**config.mk**
```make
export PLATFORM = sky130hd
export DESIGN_NAME = bzf_queue
export DESIGN_NICKNAME = d
export VERILOG_FILES = /design/src/rtl/assert_macros.svh /design/src/rtl/bzf_pkg.sv /design/src/rtl/bzf_queue.sv
export SDC_FILE = /design/constraint.sdc
export NUM_CORES = 1
export LEC_CHECK = 0
export BUFFER_PORTS_ARGS = -buffer_cell sky130_fd_sc_hd__buf_2
export CELL_PAD_IN_SITES_DETAIL_PLACEMENT = 1
export CELL_PAD_IN_SITES_GLOBAL_PLACEMENT = 2
export CORE_MARGIN = 4
export CORE_UTILIZATION = 35
export DETAILED_ROUTE_END_ITERATION = 16
export GPL_TIMING_DRIVEN = 0
export HOLD_SLACK_MARGIN = 0.06
export PLACE_DENSITY = 0.81
export SYNTH_ARGS = -nofsm -noshare
export SYNTH_HDL_FRONTEND = slang
export SYNTH_SLANG_ARGS = --single-unit
```
**constraint.sdc**
```tcl
create_clock -name clock -period 8.6 [get_ports clock]
set_input_delay 1.29 -clock clock [delete_from_list [all_inputs] [get_ports clock]]
set_output_delay 1.29 -clock clock [all_outputs]
set_load 0.05 [all_outputs]
```
**src/rtl/assert_macros.svh**
```systemverilog
// ----------------------------------------------------------------------------
// Assertion macros
// Clocked concurrent assertion wrappers, disabled while reset is high.
// ----------------------------------------------------------------------------
`ifndef ASSERT_MACROS_SVH
`define ASSERT_MACROS_SVH

// Property holds at every clock edge outside reset.
`define BZF_ASSERT(lbl, prop, msg) \
   lbl: assert property (@(posedge clock) disable iff (reset) prop) else $error(msg);

// Consequent holds in the cycle after the antecedent.
`define BZF_ASSERT_NEXT(lbl, ante, cons, msg) \
   lbl: assert property (@(posedge clock) disable iff (reset) (ante) |=> (cons)) \
      else $error(msg);

`endif

```
**src/rtl/bzf_pkg.sv**
```systemverilog
// ----------------------------------------------------------------------------
// bzf_pkg
// Shared types, constants and fixed-point helpers of the Bezier flattener.
// ----------------------------------------------------------------------------
package bzf_pkg;

   localparam int QDEPTH = 2;
   localparam int ONE_Q16 = 65536;
   localparam logic [12:0] TENTH_Q16 = 13'd6554;

   typedef logic signed [15:0] in_coord_type;
   typedef logic signed [17:0] coord_type;
   typedef logic signed [37:0] prod_type;
   typedef logic [16:0]        tq_type;

   typedef struct packed {
      in_coord_type start_x;
      in_coord_type start_y;
      in_coord_type end_x;
      in_coord_type end_y;
   } req_item_type;

   // four control points of one curve
   typedef struct packed {
      coord_type p0x;
      coord_type p0y;
      coord_type p1x;
      coord_type p1y;
      coord_type p2x;
      coord_type p2y;
      coord_type p3x;
      coord_type p3y;
   } ctrl_type;

   typedef struct packed {
      logic full;
      logic empty;
   } queue_stat_type;

   // (b - a) * t, t in Q16 with 0 <= t <= 1.0
   function automatic prod_type lerp_prod(coord_type a, coord_type b, tq_type t);
      logic signed [18:0] diff;
      logic signed [17:0] ts;
      logic signed [36:0] p;
      diff = $signed({b[17], b}) - $signed({a[17], a});
      ts   = $signed({1'b0, t});
      p    = diff * ts;
      return {p[36], p};
   endfunction

   // trunc((a * 2^16 + p) / 2^16), rounding toward zero
   function automatic coord_type lerp_fin(coord_type a, prod_type p);
      logic signed [37:0] num;
      logic signed [21:0] q;
      num = $signed({{4{a[17]}}, a, 16'b0}) + p;
      q   = num[37:16];
      if (num[37] && (num[15:0] != 16'b0)) begin
         q = q + 22'sd1;
      end
      return q[17:0];
   endfunction

endpackage

```
**src/rtl/bzf_queue.sv**
```systemverilog
// ----------------------------------------------------------------------------
// bzf_queue
// Short FIFO of control point sets between front and back.
// ----------------------------------------------------------------------------
module bzf_queue
   import bzf_pkg::*;
(
   input  logic           clock,
   input  logic           reset,
   input  logic           push,
   input  ctrl_type       push_data,
   input  logic           pop,
   output ctrl_type       head,
   output queue_stat_type stat
);

   localparam int PW = $clog2(QDEPTH);
   localparam int CW = $clog2(QDEPTH + 1);

   ctrl_type        mem_ff [QDEPTH];
   logic [PW-1:0]   wr_ptr_ff;
   logic [PW-1:0]   wr_ptr_in;
   logic [PW-1:0]   rd_ptr_ff;
   logic [PW-1:0]   rd_ptr_in;
   logic [CW-1:0]   count_ff;
   logic [CW-1:0]   count_in;

   assign stat.full  = (count_ff == CW'(QDEPTH));
   assign stat.empty = (count_ff == '0);
   assign head       = mem_ff[rd_ptr_ff];

   always_comb begin
      wr_ptr_in = wr_ptr_ff;
      rd_ptr_in = rd_ptr_ff;
      count_in  = count_ff;
      if (push) begin
         wr_ptr_in = (wr_ptr_ff == PW'(QDEPTH - 1)) ? '0 : wr_ptr_ff + 1'b1;
      end
      if (pop) begin
         rd_ptr_in = (rd_ptr_ff == PW'(QDEPTH - 1)) ? '0 : rd_ptr_ff + 1'b1;
      end
      if (push && !pop) begin
         count_in = count_ff + 1'b1;
      end else if (pop && !push) begin
         count_in = count_ff - 1'b1;
      end
   end

   always_ff @(posedge clock) begin
      if (reset) begin
         wr_ptr_ff <= '0;
         rd_ptr_ff <= '0;
         count_ff  <= '0;
      end else begin
         wr_ptr_ff <= wr_ptr_in;
         rd_ptr_ff <= rd_ptr_in;
         count_ff  <= count_in;
      end
   end

   always_ff @(posedge clock) begin
      if (push) begin
         mem_ff[wr_ptr_ff] <= push_data;
      end
   end

endmodule

```
[After elaboration in Yosys (flattened, before gate mapping)]
Memories as Yosys holds them, arrays and structs flattened. A register that Yosys moved wholly into a read port is not among the register bits.
Index checks and enable logic that the tools add are counted.
Storage, ports and cells
  output and inout port bits: 146
  register bits: 4
  bits in writable memories: 288
  memories kept: 1
Memory list
  mem_ff: words 2, bits a word 144, read ports 1, clocked after memory_dff 1, wr ports 1, RTL line bzf_queue.sv:20  | ctrl_type mem_ff [QDEPTH];
Operators by class
  reduce and logical (&&, ||, !) cells: 6
  add/sub/neg operators: 4
  multiplexer cells: 8
  eq/ne operators: 1
Operators by type and width (number)
  $mux W1: 6
  $mux W2: 2
  $add A1 B1 Y1 const B: 2
  $add A2 B1 Y2 const B: 1
  $eq A2 B2 Y1 const B: 1
  $logic_and A1 B1 Y1: 2
  $logic_not A1 Y1: 2
  $logic_not A2 Y1: 1
  $reduce_bool A2 Y1: 1
  $sub A2 B1 Y2 const B: 1

[Depth between registers and ports, before layout]
  word-level depth: 4
  depth in mapped cells: 5
  gate-level depth less buffers: 5

[Least setup slack after synthesis]
Ideal clock, no wire load.
  path type: input to register
  start: input push
  end: memory mem_ff[0][0] in the netlist's numbering (enable)
  cell stages on the path: 1
  setup time: 667 ps
  data arrival time: 7522 ps
  setup slack: 412 ps
  cells stage by stage: nor2b_1
Between the ends
  word-level cells in the longest chain between the ends: 2
RTL lines
  start: declaration: RTL line bzf_queue.sv:10  | input logic push,
  $mux W1: RTL line bzf_queue.sv:62  | if (push) begin
  $mux W1 (implied by the code): RTL line bzf_queue.sv:63  | mem_ff[wr_ptr_ff] <= push_data;
  end: declaration: RTL line bzf_queue.sv:20
Every way passes these cells.

==> metrics.md <==
| Metric | Value |
|---|---|
| Syn nets | `619` |
| Syn avg cell area | `23.04 µm²` |
| Yosys synthesis warning count | `0` |
| H-tree levels | `2` |
| First-pass GRT wire length | `35450 µm` |
| Switch Pwr | `971.6 µW` |
| GR Overflow Total | `0` |
| CTS root buffer | `clkbuf_16` |
| Fin cells | `1226` |
| Crit. End Element | `output pin` |
| Register area share after synthesis | `80.78%` |
| Sink Count | `293` |
| Critical R2R Launch | `wr_ptr_ff` |
| Ports | `294` |
| Die width | `183.9 µm` |
| Int Pwr | `2.603 mW` |
| DRT Pass-1 Iters | `4` |
| Vias per cell | `4.535` |
| Share of layout cells above drive strength 1 | `60.82%` |
| DP HPWL | `16820 µm` |
| Most common cell after layout, fill and taps aside | `buf_2` |
| Max-slew violations | `0` |
| Type of the worst setup path | `register to output pin` |
| Clk pwr share | `35.3%` |
| Initial Util | `35.41%` |
| Status | `finished clean` |
| Initial antenna violation count | `6` |
| Syn Std Cell Area | `0.01083 mm²` |
| F_max | `0.3117 GHz` |
| CP arrival | `1.92 ns` |
| CP required | `7.31 ns` |
| Sw frac | `27.18%` |
| Flops & latches, synth | `293` |
| DRT antenna net count | `0` |
| Max_slew headroom | `49.82%` |
| Final setup fails | `0` |
| Clk Latency, worst-skew pair | `0.49 ns` |
| DP Cell Count | `1167` |
| Leakage Power | `5.350 nW` |
| Vias in the first global route | `6153` |
| Reg2reg end | `mem_ff[0][98]` |
| CP Max Fanout | `10` |
| P per Cell Area | `256.2 mW/mm²` |
| Clock Tree Buf Depth | `3` |
| Core Area | `0.03059 mm²` |
| Routed Wire Length | `23950 µm` |
| DR DRC count | `0` |
| Setup Skew | `0.01461 ns` |
| DR WL/cell | `19.53 µm` |
| Reg2Reg Depth | `3` |
| CTS tree | `built` |
| Pin count of the biggest net entering global routing | `44` |
| Post-layout util | `45.61%` |
| Area delta synth->final | `28.82%` |
| Worst slew pin tran | `0.7510 ns` |
| Num CTS Buffers | `34` |
| Sequential power share | `47.2%` |
| Total GRT Usage | `13.55%` |
| Gpl congestion | `0.7116` |
| CTS Hold Buffers Added | `0` |
| Via count | `5560` |
| Nets | `956` |
| Die Ht | `183.9 µm` |
| Post-layout min period | `3.208 ns` |
| Post-route clock period utilization | `37.30%` |
| Initial drt markers | `235` |
| Min-delay worst type | `register to register` |
| Hold Fails Final Rpt | `0` |
| CP startpoint kind | `register` |
| Post-CTS Setup Inserts | `0` |
| Buffers on Ports | `293` |
| Combinational power share | `17.5%` |
| Die area | `0.03382 mm²` |
| Post-synth cell types | `16` |
| Commonest cells after routing, fill and taps aside | `buf_2 (301), edfxtp_1 (288), mux2_2 (84)` |
| Synth Instances | `470` |
| R2R Setup Slk | `6.79 ns` |
| Hold Path Depth | `2` |
| MaxCap Viol Count | `0` |
| Hold Crit Start | `rd_ptr_ff` |
| Resized cells post-CTS | `0` |
| Clk slew on worst S/H paths | `0.06 ns` |
| # rows | `64` |
| VDD IR-drop max | `0.1745 mV` |
| RSZ-0062 raised after global routing | `false` |
==> final cells by class <==
cell class	instances	area (µm²)
inverters	1	3.754
clock inverters	9	46.29
fillers	2972	16640
diodes	3	7.507
plain buffers	16	130.1
flip-flops and latches	293	8748
well taps	396	495.5
repair buffers	301	1642
clock buffers	47	920.9
multi-input cells	160	1958
==> worst max-delay path, cell delays in order, from the launching register on <==
cell,delay (ns)
dfxtp_1,0.32
buf_6,0.16
buf_6,0.19
buf_6,0.20
mux2_4,0.31
buf_2,0.22
==> cells in the mapped netlist <==
library cell / number / share of area [%]
edfxtp_1: 288 / 80
mux2_2: 84 / 8.7
mux2_4: 60 / 8.3
buf_2: 8 / 0.37
buf_6: 8 / 0.83
dfxtp_1: 5 / 0.92
nor2_1: 5 / 0.17
nor2b_1: 2 / 0.12
xnor2_1: 2 / 0.16
xor2_1: 2 / 0.16
a21oi_1: 1 / 0.046
and2_1: 1 / 0.058
ha_1: 1 / 0.12
inv_1: 1 / 0.035
o21ai_0: 1 / 0.046
or3_1: 1 / 0.058
==> registers in the layout, summed over array words and instances (netlist names), named ones only <==
register,flops
rd_ptr_ff,1
count_ff,2
wr_ptr_ff,1
mem_ff,288
==> layer usage <==
metal	wire length (µm)	GRT usage, %	up-vias
met1	9039	15.50	2754
met2	12290	23.75	207
li1	-	-	2546
met3	2047	4.947	47
met5	34	0	-
met4	533	4.200	6
==> through the flow <==
stage                     cell area (µm²)  setup WS (ns)  hold WS (ns)  TNS [ns]  total power, mW
after floorplan                     10830         0.4118        0.4608         0            2.186
after global placement              12790         -3.998        0.4901   -574.27            2.351
after detailed placement            12980          5.608        0.5163         0            2.351
after CTS                           13940          5.312        0.5423         0            3.635
after global routing                13950          5.294        0.5750         0            3.725
final                               13950          5.392        0.5241         0            3.574
==> worst max path at each step <==
| stage | cells past startpoint | slack, ns | startpoint | endpoint |
|---|---|---|---|---|
| 2_1_floorplan | 1 | 0.41 | push | mem_ff[0][0] |
| 3_3_place_gp | 2 | -4.00 | push | mem_ff[0][65] |
| 3_5_place_dp | 4 | 5.61 | push | mem_ff[0][100] |
| 4_1_cts | 5 | 5.31 | register | head[91] |
| 5_1_grt | 5 | 5.29 | register | head[91] |
| 6_report | 5 | 5.39 | register | head[92] |
==> power by group through the flow <==
| stage | logic, mW | registers, mW | clock network, mW |
|---|---|---|---|
| 2_1_floorplan | 0.459 | 1.73 | 0 |
| 3_3_place_gp | 0.610 | 1.74 | 0 |
| 3_5_place_dp | 0.633 | 1.72 | 0 |
| 4_1_cts | 0.635 | 1.69 | 1.31 |
| 5_1_grt | 0.655 | 1.70 | 1.37 |
| 6_report | 0.624 | 1.69 | 1.26 |
==> logic make-up (layout without fill, tap and decap cells) <==
kind of cell | count (synthesis) | count (layout) | synth area share [%]
AO/OA/AOI/OAI | 2 | 2 | 0.09233
XOR/XNOR | 4 | 4 | 0.3235
adder cells (fa/ha/maj) | 1 | 1 | 0.1155
buffers and inverters | 17 | 374 | 1.236
flip-flops | 293 | 293 | 80.78
multiplexers | 144 | 144 | 17.05
other | 0 | 3 | 0
AND/OR/NAND/NOR | 9 | 9 | 0.4044
Power figures use the tool's default switching activity.
