File: config.mk
export PLATFORM = sky130hd
export DESIGN_NAME = bzf_front_flat
export DESIGN_NICKNAME = d
export VERILOG_FILES = /design/src/rtl/assert_macros.svh /design/src/rtl/bzf_pkg.sv /design/src/rtl/bzf_ifs.sv /design/src/rtl/bzf_front.sv /design/src/flat_wrapper.sv
export SDC_FILE = /design/constraint.sdc
export NUM_CORES = 1
export LEC_CHECK = 0
export BUFFER_PORTS_ARGS = -buffer_cell sky130_fd_sc_hd__buf_2
export CAP_MARGIN = 20
export CORE_MARGIN = 2
export CORE_UTILIZATION = 63
export DETAILED_ROUTE_END_ITERATION = 10
export GPL_ROUTABILITY_DRIVEN = 0
export GPL_TIMING_DRIVEN = 0
export PLACE_DENSITY_LB_ADDON = 0.05
export SLEW_MARGIN = 10
export SYNTH_ARGS = -nofsm -noshare
export SYNTH_HDL_FRONTEND = slang
export SYNTH_SLANG_ARGS = --single-unit
File: constraint.sdc
create_clock -name clock -period 21.9 [get_ports clock]
set_input_delay 1.095 -clock clock [delete_from_list [all_inputs] [get_ports clock]]
set_output_delay 1.095 -clock clock [all_outputs]
set_load 0.02 [all_outputs]
File: src/rtl/assert_macros.svh
// ----------------------------------------------------------------------------
// Assertion macros
// Clocked concurrent assertion wrappers, disabled while reset is high.
// ----------------------------------------------------------------------------
`ifndef ASSERT_MACROS_SVH
`define ASSERT_MACROS_SVH

// Property holds at every clock edge outside reset.
`define BZF_ASSERT(lbl, prop, msg) \
   lbl: assert property (@(posedge clock) disable iff (reset) prop) else $error(msg);

// Consequent holds in the cycle after the antecedent.
`define BZF_ASSERT_NEXT(lbl, ante, cons, msg) \
   lbl: assert property (@(posedge clock) disable iff (reset) (ante) |=> (cons)) \
      else $error(msg);

`endif

File: src/rtl/bzf_pkg.sv
// ----------------------------------------------------------------------------
// bzf_pkg
// Shared types, constants and fixed-point helpers of the Bezier flattener.
// ----------------------------------------------------------------------------
package bzf_pkg;

   localparam int QDEPTH = 2;
   localparam int ONE_Q16 = 65536;
   localparam logic [12:0] TENTH_Q16 = 13'd6554;

   typedef logic signed [15:0] in_coord_type;
   typedef logic signed [17:0] coord_type;
   typedef logic signed [37:0] prod_type;
   typedef logic [16:0]        tq_type;

   typedef struct packed {
      in_coord_type start_x;
      in_coord_type start_y;
      in_coord_type end_x;
      in_coord_type end_y;
   } req_item_type;

   // four control points of one curve
   typedef struct packed {
      coord_type p0x;
      coord_type p0y;
      coord_type p1x;
      coord_type p1y;
      coord_type p2x;
      coord_type p2y;
      coord_type p3x;
      coord_type p3y;
   } ctrl_type;

   typedef struct packed {
      logic full;
      logic empty;
   } queue_stat_type;

   // (b - a) * t, t in Q16 with 0 <= t <= 1.0
   function automatic prod_type lerp_prod(coord_type a, coord_type b, tq_type t);
      logic signed [18:0] diff;
      logic signed [17:0] ts;
      logic signed [36:0] p;
      diff = $signed({b[17], b}) - $signed({a[17], a});
      ts   = $signed({1'b0, t});
      p    = diff * ts;
      return {p[36], p};
   endfunction

   // trunc((a * 2^16 + p) / 2^16), rounding toward zero
   function automatic coord_type lerp_fin(coord_type a, prod_type p);
      logic signed [37:0] num;
      logic signed [21:0] q;
      num = $signed({{4{a[17]}}, a, 16'b0}) + p;
      q   = num[37:16];
      if (num[37] && (num[15:0] != 16'b0)) begin
         q = q + 22'sd1;
      end
      return q[17:0];
   endfunction

endpackage

File: src/rtl/bzf_ifs.sv
// ----------------------------------------------------------------------------
// bzf channel interfaces
// Valid/ready channels for endpoint requests and polyline vertex responses.
// ----------------------------------------------------------------------------
interface bzf_req_if
   import bzf_pkg::*;
();
   logic         valid;
   logic         ready;
   in_coord_type start_x;
   in_coord_type start_y;
   in_coord_type end_x;
   in_coord_type end_y;

   modport source (output valid, output start_x, output start_y,
                   output end_x, output end_y, input ready);
   modport sink   (input valid, input start_x, input start_y,
                   input end_x, input end_y, output ready);
endinterface


File: src/rtl/bzf_front.sv
// ----------------------------------------------------------------------------
// bzf_front
// Takes endpoint transfers, classifies direction and derives control points.
// ----------------------------------------------------------------------------
module bzf_front
   import bzf_pkg::*;
(
   input  logic           clock,
   input  logic           reset,
   bzf_req_if.sink        req_ch,
   input  queue_stat_type q_stat,
   output logic           q_push,
   output ctrl_type       q_data
);

   logic         hold_v_ff;
   logic         hold_v_in;
   req_item_type hold_ff;
   logic         take;

   logic signed [17:0] sx;
   logic signed [17:0] sy;
   logic signed [17:0] ex;
   logic signed [17:0] ey;
   logic               fwd;
   logic signed [17:0] dx_fwd;
   logic signed [17:0] dx_rev;
   logic [28:0]        tenth_prod;
   logic signed [17:0] d_fwd;
   logic [17:0]        off_sum;
   logic signed [17:0] off_rev;

   assign q_push       = hold_v_ff && !q_stat.full;
   assign req_ch.ready = !hold_v_ff || q_push;
   assign take         = req_ch.valid && req_ch.ready;

   always_comb begin
      hold_v_in = hold_v_ff;
      if (take) begin
         hold_v_in = 1'b1;
      end else if (q_push) begin
         hold_v_in = 1'b0;
      end
   end

   always_ff @(posedge clock) begin
      if (reset) begin
         hold_v_ff <= 1'b0;
      end else begin
         hold_v_ff <= hold_v_in;
      end
   end

   always_ff @(posedge clock) begin
      if (take) begin
         hold_ff.start_x <= req_ch.start_x;
         hold_ff.start_y <= req_ch.start_y;
         hold_ff.end_x   <= req_ch.end_x;
         hold_ff.end_y   <= req_ch.end_y;
      end
   end

   assign sx = $signed({{2{hold_ff.start_x[15]}}, hold_ff.start_x});
   assign sy = $signed({{2{hold_ff.start_y[15]}}, hold_ff.start_y});
   assign ex = $signed({{2{hold_ff.end_x[15]}}, hold_ff.end_x});
   assign ey = $signed({{2{hold_ff.end_y[15]}}, hold_ff.end_y});

   assign fwd    = (sx <= ex);
   assign dx_fwd = ex - sx;
   assign dx_rev = sx - ex;

   // forward: trunc(0.10 * dx) in Q16
   assign tenth_prod = dx_fwd[15:0] * TENTH_Q16;
   assign d_fwd      = $signed({5'b0, tenth_prod[28:16]});

   // reverse: trunc(1.5 * |dx|)
   assign off_sum = {2'b0, dx_rev[15:0]} + {1'b0, dx_rev[15:0], 1'b0};
   assign off_rev = $signed({1'b0, off_sum[17:1]});

   always_comb begin
      q_data.p0x = sx;
      q_data.p0y = sy;
      q_data.p1y = sy;
      q_data.p2y = ey;
      q_data.p3x = ex;
      q_data.p3y = ey;
      if (fwd) begin
         q_data.p1x = ex - d_fwd;
         q_data.p2x = sx + d_fwd;
      end else begin
         q_data.p1x = sx + off_rev;
         q_data.p2x = ex - off_rev;
      end
   end

endmodule

File: src/flat_wrapper.sv
// flat-port wrapper written by rule: the top's interface ports become plain ports
module bzf_front_flat import bzf_pkg::*;
  (clock, reset, q_stat, q_push, q_data, req_ch_valid, req_ch_start_x, req_ch_start_y, req_ch_end_x, req_ch_end_y, req_ch_ready);
  bzf_req_if req_ch_i ();
  input  logic clock;
  input  logic reset;
  input  queue_stat_type q_stat;
  output logic q_push;
  output ctrl_type q_data;
  input wire logic [$bits(req_ch_i.valid)-1:0] req_ch_valid;
  input wire logic [$bits(req_ch_i.start_x)-1:0] req_ch_start_x;
  input wire logic [$bits(req_ch_i.start_y)-1:0] req_ch_start_y;
  input wire logic [$bits(req_ch_i.end_x)-1:0] req_ch_end_x;
  input wire logic [$bits(req_ch_i.end_y)-1:0] req_ch_end_y;
  output wire logic [$bits(req_ch_i.ready)-1:0] req_ch_ready;
  assign req_ch_i.valid = req_ch_valid;
  assign req_ch_i.start_x = req_ch_start_x;
  assign req_ch_i.start_y = req_ch_start_y;
  assign req_ch_i.end_x = req_ch_end_x;
  assign req_ch_i.end_y = req_ch_end_y;
  assign req_ch_ready = req_ch_i.ready;
  bzf_front u_core (.clock(clock), .reset(reset), .req_ch(req_ch_i), .q_stat(q_stat), .q_push(q_push), .q_data(q_data));
endmodule
# --- Word level (Yosys, flattened, before mapping) ---
# Cells that the tools add are included.
totals:
  output_inout_bits: 146
  regBits: 65
op_classes:
  magnitude_cmp: 1
  n_mux: 4
  addsub: 7
  reduce_logical: 6
  n_mul: 1
ops:
  columns: ["cell", "count"]
  rows:
  - ["$mux W18", 2]
  - ["$sub A16 B16 Y16", 2]
  - ["$mul A16 B12 Y28 const B", 1]
  - ["$add A16 B17 Y18", 1]
  - ["$add A16 B18 Y18", 1]
  - ["$sub A16 B18 Y18", 1]
  - ["$add A16 B14 Y17", 1]
  - ["$sub A16 B14 Y17", 1]
  - ["$le A16 B16 Y1", 1]
  - ["$logic_and A1 B1 Y1", 2]
  - ["$logic_not A1 Y1", 2]
  - ["$mux W1", 2]
  - ["$reduce_bool A2 Y1", 1]
  - ["$logic_or A1 B1 Y1", 1]

# --- Longest topological paths before layout ---
# Gate-level depths: netlist of the first run.
depth:
  word_depth: 5
  mapped_depth: 36
  depth_no_buf: 36

# --- Worst setup path after synthesis of the first run ---
# No wires, ideal clock.
synth_path:
  path_kind: "register to output"
  from: "register u_core.hold_ff, in the netlist u_core.q_data[18]"
  to: "output port q_data[99] (netlist bit)"
  path_slack_ns: 12.673
  stages_incl_launch_ff: 35
  required_time_ns: 20.805
  path_buffers: 0
  arrival_time_ns: 8.132
  cell_sequence: "edfxtp_1 -> inv_1 -> ha_1 -> inv_1 -> fa_1 -> a21o_1 -> a21oi_2 -> o21bai_1 -> a21oi_1 -> a21oi_1 -> xor2_1 -> ha_1 -> inv_1 -> fa_1 -> inv_1 -> fa_1 -> fa_1 -> inv_1 -> fa_1 -> inv_1 -> ha_1 -> a21o_1 -> nand4bb_1 -> o221ai_1 -> and2b_1 -> xnor2_1 -> inv_1 -> ha_1 -> nor2b_1 -> o31a_1 -> o31ai_2 -> a211oi_1 -> o21a_1 -> o21a_1 -> o31ai_1"
synth_rtl:
  columns: ["item", "line", "text"]
  rows:
  - ["from (decl)", "bzf_front.sv:18", "req_item_type hold_ff;"]
  - ["to (decl)", "flat_wrapper.sv:9", "output ctrl_type q_data;"]

==> results.py, run 1 <==
metrics = {
    "critical_path": {
        "slowest_stage": "xnor2_1",
        "crit_path_start_kind": "flop",
        "path_max_fanout": 7,
        "reg2regPathDepth": 2,
        "crit_arrival_ps": 9720,
        "r2r_slack_ps": 20400,
        "crit_cells": 34,
        "worstReg2RegEnd": "u_core.q_data[81]$_DFFE_PP_",
        "crit_type": "flop to primary output",
        "crit_start": "u_core.q_data[127]$_DFFE_PP_",
        "critical_path_buf_inv_count": 7,
        "rr_startpoint": "u_core.hold_v_ff$_SDFFE_PP0P_",
        "end_kind": "primary output",
        "slowest_delay_ps": 570,
        "cp.required_ps": 20810,
        "path_delay_family": "compound AO/OA/AOI/OAI gates",
        "cpMostUsedCell": "inv_1",
    },
    "routing": {
        "ant_nets": 0,
        "drc_errors": 0,
        "drt-total-wl_mm": 30.3,
        "vias": 10100,
        "wl_met3_mm": 2.34,
        "wl_met2_mm": 14.7,
        "routed.top_layer": "met4",
        "wl_met1_mm": 12.5,
        "dr.pass1.iters": 6,
        "viasPerCell": 5.78,
        "routedWlPerCell_microns": 17.3,
        "drt_iter0_markers": 725,
    },
    "grt": {
        "grt_max_degree": 65,
        "antenna_found_initial": 0,
        "track_usage_pct": 31.6,
        "overflow": 0,
        "grt_pass1_wl_mm": 49.1,
        "grt_pass1_vias": 10100,
    },
    "floorplanning": {
        "fp.dieH_microns": 139,
        "start_util_pct": 64.0,
        "die_area_sq_um": 19300,
        "num_rows": 49,
        "ios": 215,
        "coreArea_sq_um": 17900,
        "die_x_microns": 139,
    },
    "clock_tree": {
        "cts_tree": "built",
        "h-tree-depth": 3,
        "clkLatencyLatePin_ps": 340,
        "cts-resized-gates": 0,
        "clock_sinks": 65,
        "cts_buffers": 9,
        "hold_buffers": 0,
        "clockBufferDepth": 2,
        "post-cts-setup-buffers": 0,
        "clkTransAtPathRegs_ps": 50,
        "root_buffer": "clkbuf_16",
    },
    "final_layout": {
        "layout_common_cells": "buf_2, ha_1, inv_1",
        "seqCellArea_sq_um": 1940,
        "nets": 1852,
        "layout_commonest_cell": "buf_2",
        "syn_to_final_growth_pct": 14.6,
        "antenna_cells": 0,
        "fin_cells": 1746,
        "fillers": 1388,
        "final_layout_size_suffix_gt1_share_pct": 21.2,
        "multi_input_area_sq_um": 8350,
    },
    "placement": {
        "place_inst": 1731,
        "io_buffers": 213,
        "pre_cts_slack_ps": 11470,
        "dp_hpwl_mm": 25.5,
    },
    "synthesis": {
        "avgSynthCellArea_sq_um": 8.89,
        "syn_inst": 1289,
        "synth-edff-count": 64,
        "synthFlopType": "edfxtp_1",
        "ys_types": 76,
        "syn-num-nets": 1628,
        "synthArstFlopShare_pct": 0,
        "ys_seq_elements": 65,
        "syn-cell-area_sq_um": 11500,
        "yosysSeqAreaShare_pct": 17.0,
        "yosysWarnings": 0,
    },
    "sta": {
        "worst_pin_slew_ps": 961,
        "fin_crit_sh_pct": 49.4,
        "fin_crit_ps": 10820,
        "slew_viol_final": 0,
        "rsz0062_at_grt": "no",
        "relSlewSlack_pct": 35.5,
        "tns_ps": 0,
        "fmax_mhz": 92.5,
        "worst_clock_skew_ps": 6.38,
        "setup_viol": 0,
        "hold_violations": 0,
        "worst_slack_ps": 11080,
    },
    "status": {
        "outcome": "completed",
    },
    "run": {
        "maxCapViolations": 0,
    },
    "worst_hold_path": {
        "whs_endpoint": "u_core.hold_v_ff$_SDFFE_PP0P_",
        "hold_class": "flop to flop",
        "hp-start": "u_core.hold_v_ff$_SDFFE_PP0P_",
        "holdPathStages": 2,
    },
}
-- metrics by stage --
| step | instance area [sq um] | utilization [%] | hold slack, ps |
|---|---|---|---|
| final | 13100 | 73.3 | 540 |
| after detailed placement | 12800 | 71.6 | 521 |
| after global routing | 13100 | 73.3 | 607 |
| after floorplan | 11500 | - | 465 |
| after CTS | 13100 | 73.3 | 538 |
| after global placement | 12800 | 71.5 | 492 |
-- layer usage --
layer	track usage [%]	vias up
met1	41.3	4756
li1	-	4916
met5	0	-
met2	54.9	375
met4	9.04	0
met3	4.70	48
-- registers in the layout (all words and copies together) (netlist names) --
register,cells
u_core.q_data,64
u_core.hold_v_ff,1
-- synthesized netlist by cell type (all sizes together) (4+ instances only) --
cell type  instances  area (sq um)
nor2b             13          81.3
nor2              90           338
a211o              5          43.8
o31a               4          35.0
o21bai            13          97.6
and2              11          68.8
edfxtp            64          1920
o31ai             14           110
fa                63          1260
ha               207          2590
a2111oi            4          47.6
or2                9          56.3
nand2b            11          68.8
a311oi             4          35.0
nand4              9          62.6
inv              193           724
a31oi             10          62.6
o211ai            10          80.1
nor3              26           130
o21ai             50           254
clkbuf             5          18.8
xnor2             64           561
o21a              18           135
buf               58           420
a211oi            17           143
xor2              41           359
nand3             11          55.1
a21o              43           323
mux2               4          45.0
or3               11          68.8
and3               4          25.0
a221oi             9          91.3
o211a              4          40.0
mux2i              8          80.1
a21oi             88           459
nand2             57           214
-- worst max path at each step --
stage | endpoint | slack [ps]
6_report | q_data[107] | 11080
2_1_floorplan | q_data[99] | 12670
5_1_grt | q_data[106] | 10360
4_1_cts | q_data[107] | 11080
3_5_place_dp | q_data[107] | 11470
3_3_place_gp | q_data[106] | 11610
-- logic make-up after synthesis --
logic type / share of synthesized area, %
buffers and inverters: 10.2
XOR/XNOR: 8.03
AND/OR/NAND/NOR: 11.1
multiplexers: 1.09
flip-flops: 17.0
adder cells (fa/ha/maj): 33.6
AO/OA/AOI/OAI: 19.1
-- layout make-up --
type                            instances  share of cell area (%)
Buffer                                 63                    3.35
Clock buffer                            9                    1.72
Clock inverter                          6                   0.705
Inverter                              193                    5.52
Multi-Input combinational cell        968                    63.6
Sequential cell                        65                    14.8
Tap cell                              229                    2.18
Timing Repair Buffer                  213                    8.12
-- tightest hold or removal path, cell delays in order, from the launching register on --
cell and delay, ps:
dfxtp_1 350, a21oi_1 80, nor2_1 70
Power of run 1 is not shown: default switching activity piles up to over one toggle a cycle in this logic, so the estimate is an artifact.
==> run 2, diff against run 1 <==
- CORE_UTILIZATION: 63 -> 59
- clock period: 21.9 -> 10.9 ns (I/O delays scaled with it)
==> results.py, run 2 (same netlist as run 1, synthesis figures left out) <==
metrics = {
    "sta": {
        "tns_ps": 0,
        "fmax_mhz": 97.7,
        "fin_crit_sh_pct": 93.9,
        "worst_pin_slew_ps": 924,
        "hold_violations": 0,
        "relSlewSlack_pct": 38.0,
        "worst_slack_ps": 667,
        "setup_viol": 0,
        "rsz0062_at_grt": "no",
        "slew_viol_final": 0,
        "fin_crit_ps": 10230,
        "worst_clock_skew_ps": 6.84,
    },
    "final_layout": {
        "largest_reg_flops": 64,
        "nets": 1852,
        "layout_commonest_cell": "buf_2",
        "antenna_cells": 0,
        "final_layout_size_suffix_gt1_share_pct": 21.3,
        "layout_common_cells": "buf_2, ha_1, inv_1",
        "syn_to_final_growth_pct": 14.9,
    },
    "run": {
        "maxCapViolations": 0,
    },
    "worst_hold_path": {
        "whs_endpoint": "u_core.hold_v_ff$_SDFFE_PP0P_",
        "hp-start": "reset",
        "hold_class": "primary input to flop",
        "holdPathStages": 2,
    },
    "placement": {
        "pre_cts_slack_ps": 966,
        "dp_hpwl_mm": 25.6,
        "io_buffers": 213,
    },
    "critical_path": {
        "slowest_delay_ps": 550,
        "rr_startpoint": "u_core.hold_v_ff$_SDFFE_PP0P_",
        "worstReg2RegEnd": "u_core.q_data[21]$_DFFE_PP_",
        "path_max_fanout": 7,
        "cpMostUsedCell": "inv_1",
        "crit_path_start_kind": "flop",
        "slowest_stage": "xnor2_1",
        "reg2regPathDepth": 2,
        "crit_arrival_ps": 9690,
        "r2r_slack_ps": 9380,
        "cp.required_ps": 10360,
        "end_kind": "primary output",
        "crit_type": "flop to primary output",
    },
    "grt": {
        "grt_max_degree": 65,
        "antenna_found_initial": 0,
        "grt_pass1_vias": 9743,
        "grt_pass1_wl_mm": 47.9,
        "track_usage_pct": 30.0,
        "overflow": 0,
    },
    "routing": {
        "ant_nets": 0,
        "viasPerCell": 5.66,
        "dr.pass1.iters": 5,
        "vias": 10100,
        "drt-total-wl_mm": 30.4,
        "drt_iter0_markers": 699,
        "routedWlPerCell_microns": 17.1,
        "drc_errors": 0,
    },
    "status": {
        "outcome": "completed",
    },
    "clock_tree": {
        "clkTransAtPathRegs_ps": 60,
        "post-cts-setup-buffers": 0,
        "clockBufferDepth": 2,
        "h-tree-depth": 3,
        "cts_tree": "built",
        "root_buffer": "clkbuf_16",
        "clock_sinks": 65,
        "cts-resized-gates": 0,
        "cts_buffers": 9,
        "clkLatencyLatePin_ps": 340,
        "hold_buffers": 0,
    },
    "floorplanning": {
        "coreArea_sq_um": 18900,
        "fp.dieH_microns": 143,
        "num_rows": 50,
        "die_x_microns": 143,
        "die_area_sq_um": 20500,
        "ios": 215,
        "start_util_pct": 60.6,
    },
}
==> run 2: changes by cell type in the layout (fill, tap and decap cells not counted), sizes merged <==
cell	before	now
clkinv	2	1
clkinvlp	1	2
bufinv	2	1
inv	194	196
==> run 2: how the worst max path moves through the flow <==
stage	from	to	slack, ps	cells after the start
final	u_core.q_data[127]$_DFFE_PP_	q_data[106]	670	34
after global routing	u_core.q_data[127]$_DFFE_PP_	q_data[106]	10	34
after CTS	u_core.q_data[19]$_DFFE_PP_	q_data[106]	560	35
after detailed placement	u_core.q_data[19]$_DFFE_PP_	q_data[106]	970	35
after global placement	u_core.q_data[127]$_DFFE_PP_	q_data[106]	1090	34
after floorplan	u_core.q_data[18]$_DFFE_PP_	q_data[99]	2220	34
==> run 2: stage by stage <==
step                      util [%]  hold slack, ps  instance area (sq um)  instances
after floorplan                  -             465                  11500       1289
after global placement        68.0             490                  12800       1762
after detailed placement      68.0             530                  12800       1762
after CTS                     69.6             346                  13200       1778
after global routing          69.6             353                  13200       1778
final                         69.6             356                  13200       1778
==> run 2: routing by layer <==
metal / vias to the layer above / global-route usage [%] / share of wire (%)
met5: - / 0 / 0
met1: 4736 / 39.7 / 44
li1: 4908 / - / -
met3: 46 / 5.26 / 6.9
met2: 371 / 50.5 / 47
met4: 0 / 8.57 / 2.2
==> run 2: area by class of cell <==
| class | instances | area [sq um] |
|---|---|---|
| Tap cell | 260 | 325 |
| Multi-Input combinational cell | 968 | 8360 |
| Clock buffer | 9 | 225 |
| Sequential cell | 65 | 1940 |
| Timing Repair Buffer | 213 | 1070 |
| Inverter | 193 | 724 |
| Fill cell | 1580 | 5740 |
| Clock inverter | 7 | 76.3 |
| Buffer | 63 | 439 |
==> run 2: worst max-delay path, delay by kind of cell (launching register included) <==
| family | cells | cell delay (ps) |
|---|---|---|
| compound gates | 15 | 3520 |
| flops | 1 | 540 |
| buf+inv | 7 | 690 |
| fa+ha+maj | 8 | 3440 |
| xor+xnor | 2 | 840 |
| simple gates | 1 | 60 |
| mux | 1 | 250 |
Power of run 2 is left out for the same reason.
==> run 3, diff against run 2 <==
--- a/config.mk
+++ b/config.mk
@@ -13,4 +13,5 @@
 export GPL_ROUTABILITY_DRIVEN = 0
 export GPL_TIMING_DRIVEN = 0
+export HOLD_SLACK_MARGIN = 0.03
 export PLACE_DENSITY_LB_ADDON = 0.05
 export SLEW_MARGIN = 10
==> constraint.sdc (replaced) <==
create_clock -name clock -period 10.9 [get_ports clock]
set_input_delay 1.635 -clock clock [delete_from_list [all_inputs] [get_ports clock]]
set_output_delay 1.635 -clock clock [all_outputs]
set_load 0.02 [all_outputs]
==> results.py, run 3 (same netlist as run 1, synthesis figures left out) <==
metrics = {
    "clock_tree": {
        "clkLatencyLatePin_ps": 340,
        "cts_buffers": 9,
        "clockBufferDepth": 2,
        "clkTransAtPathRegs_ps": 60,
        "h-tree-depth": 3,
        "clock_sinks": 65,
        "root_buffer": "clkbuf_16",
        "cts_tree": "built",
    },
    "sta": {
        "worst_slack_ps": 330,
        "worst_clock_skew_ps": 7.17,
        "slew_viol_final": 0,
        "setup_viol": 0,
        "fin_crit_ps": 10570,
        "fin_crit_sh_pct": 97.0,
        "tns_ps": 0,
        "hold_violations": 0,
        "fmax_mhz": 94.6,
        "relSlewSlack_pct": 44.4,
        "worst_pin_slew_ps": 833,
    },
    "placement": {
        "dp_hpwl_mm": 25.6,
        "io_buffers": 213,
        "place_inst": 1762,
        "pre_cts_slack_ps": -124,
    },
    "routing": {
        "vias": 10100,
        "drt-total-wl_mm": 31.1,
        "dr.pass1.iters": 5,
        "drc_errors": 0,
        "ant_nets": 0,
        "routedWlPerCell_microns": 17.4,
        "viasPerCell": 5.66,
        "drt_iter0_markers": 600,
    },
    "floorplanning": {
        "die_area_sq_um": 20500,
        "start_util_pct": 60.6,
        "num_rows": 50,
        "fp.dieH_microns": 143,
        "ios": 215,
        "die_x_microns": 143,
        "coreArea_sq_um": 18900,
    },
    "critical_path": {
        "path_max_fanout": 5,
        "cp.required_ps": 9270,
        "crit_start": "u_core.q_data[18]$_DFFE_PP_",
        "slowest_delay_ps": 550,
        "crit_type": "flop to primary output",
        "reg2regPathDepth": 2,
        "crit_arrival_ps": 8940,
        "worstReg2RegEnd": "u_core.q_data[21]$_DFFE_PP_",
        "crit_path_start_kind": "flop",
        "slowest_stage": "fa_1",
        "rr_startpoint": "u_core.hold_v_ff$_SDFFE_PP0P_",
        "r2r_slack_ps": 9380,
        "end_kind": "primary output",
    },
    "worst_hold_path": {
        "whs_endpoint": "u_core.hold_v_ff$_SDFFE_PP0P_",
        "hold_class": "flop to flop",
        "holdPathStages": 2,
        "hp-start": "u_core.hold_v_ff$_SDFFE_PP0P_",
    },
    "grt": {
        "grt_max_degree": 65,
        "track_usage_pct": 30.1,
        "grt_pass1_vias": 9777,
        "overflow": 0,
        "grt_pass1_wl_mm": 48.1,
        "antenna_found_initial": 0,
    },
    "status": {
        "outcome": "completed",
    },
    "final_layout": {
        "nets": 1862,
        "layout_common_cells": "buf_2, ha_1, inv_1",
        "layout_commonest_cell": "buf_2",
        "final_layout_size_suffix_gt1_share_pct": 24.9,
        "largest_reg_flops": 64,
        "fin_cells": 1788,
        "syn_to_final_growth_pct": 18.4,
        "antenna_cells": 0,
        "postLayoutCoreUtil_pct": 71.8,
    },
    "run": {
        "maxCapViolations": 0,
    },
}
[run 3: stage by stage]
stage | cell area [sq um] | hold slack, ps
after floorplan | 11500 | 465
after global placement | 12800 | 490
after detailed placement | 12800 | 530
after CTS | 13200 | 546
after global routing | 13600 | 598
final | 13600 | 552
[run 3: critical path, delay by kind of cell (launching register included)]
family | cells | cell delay, ps
AOI/OAI and AO/OA | 17 | 3590
adders and majority gates | 9 | 3530
buffers and inverters | 7 | 610
DFF | 1 | 420
and+or+nand+nor | 1 | 240
xor gates and xnor gates | 1 | 190
[run 3: repair_timing]
action | CTS | global route
hold buffers | 0 | 0
buffers inserted | 4 | 6
setup endpoints to repair | 20 | 24
resized for setup | 9 | 55
pin swaps | 0 | 13
[run 3: cell type report]
type,instances,area [sq um]
plain buffers,63,439
clock buffers,9,225
clock inverters,7,76.3
fillers,1528,5330
inverters,193,724
multi-input cells,968,8690
flip-flops and latches,65,1940
well taps,260,325
repair buffers,223,1140
[run 3: how the worst max path moves through the flow]
stage,to,cells after the start
floorplan,q_data[99],34
global placement,q_data[106],34
detailed placement,q_data[106],35
CTS,q_data[67],36
global route,q_data[104],36
finish,q_data[67],35
[run 3: metal layers]
layer  GRT usage (%)  vias up  part of all wire, %
met5               0        -                    0
met4            8.77        0                  2.4
met3            5.36       53                  6.9
met2            50.6      373                   48
met1            40.0     4767                   43
li1                -     4928                    -
Power of run 3 is left out for the same reason.
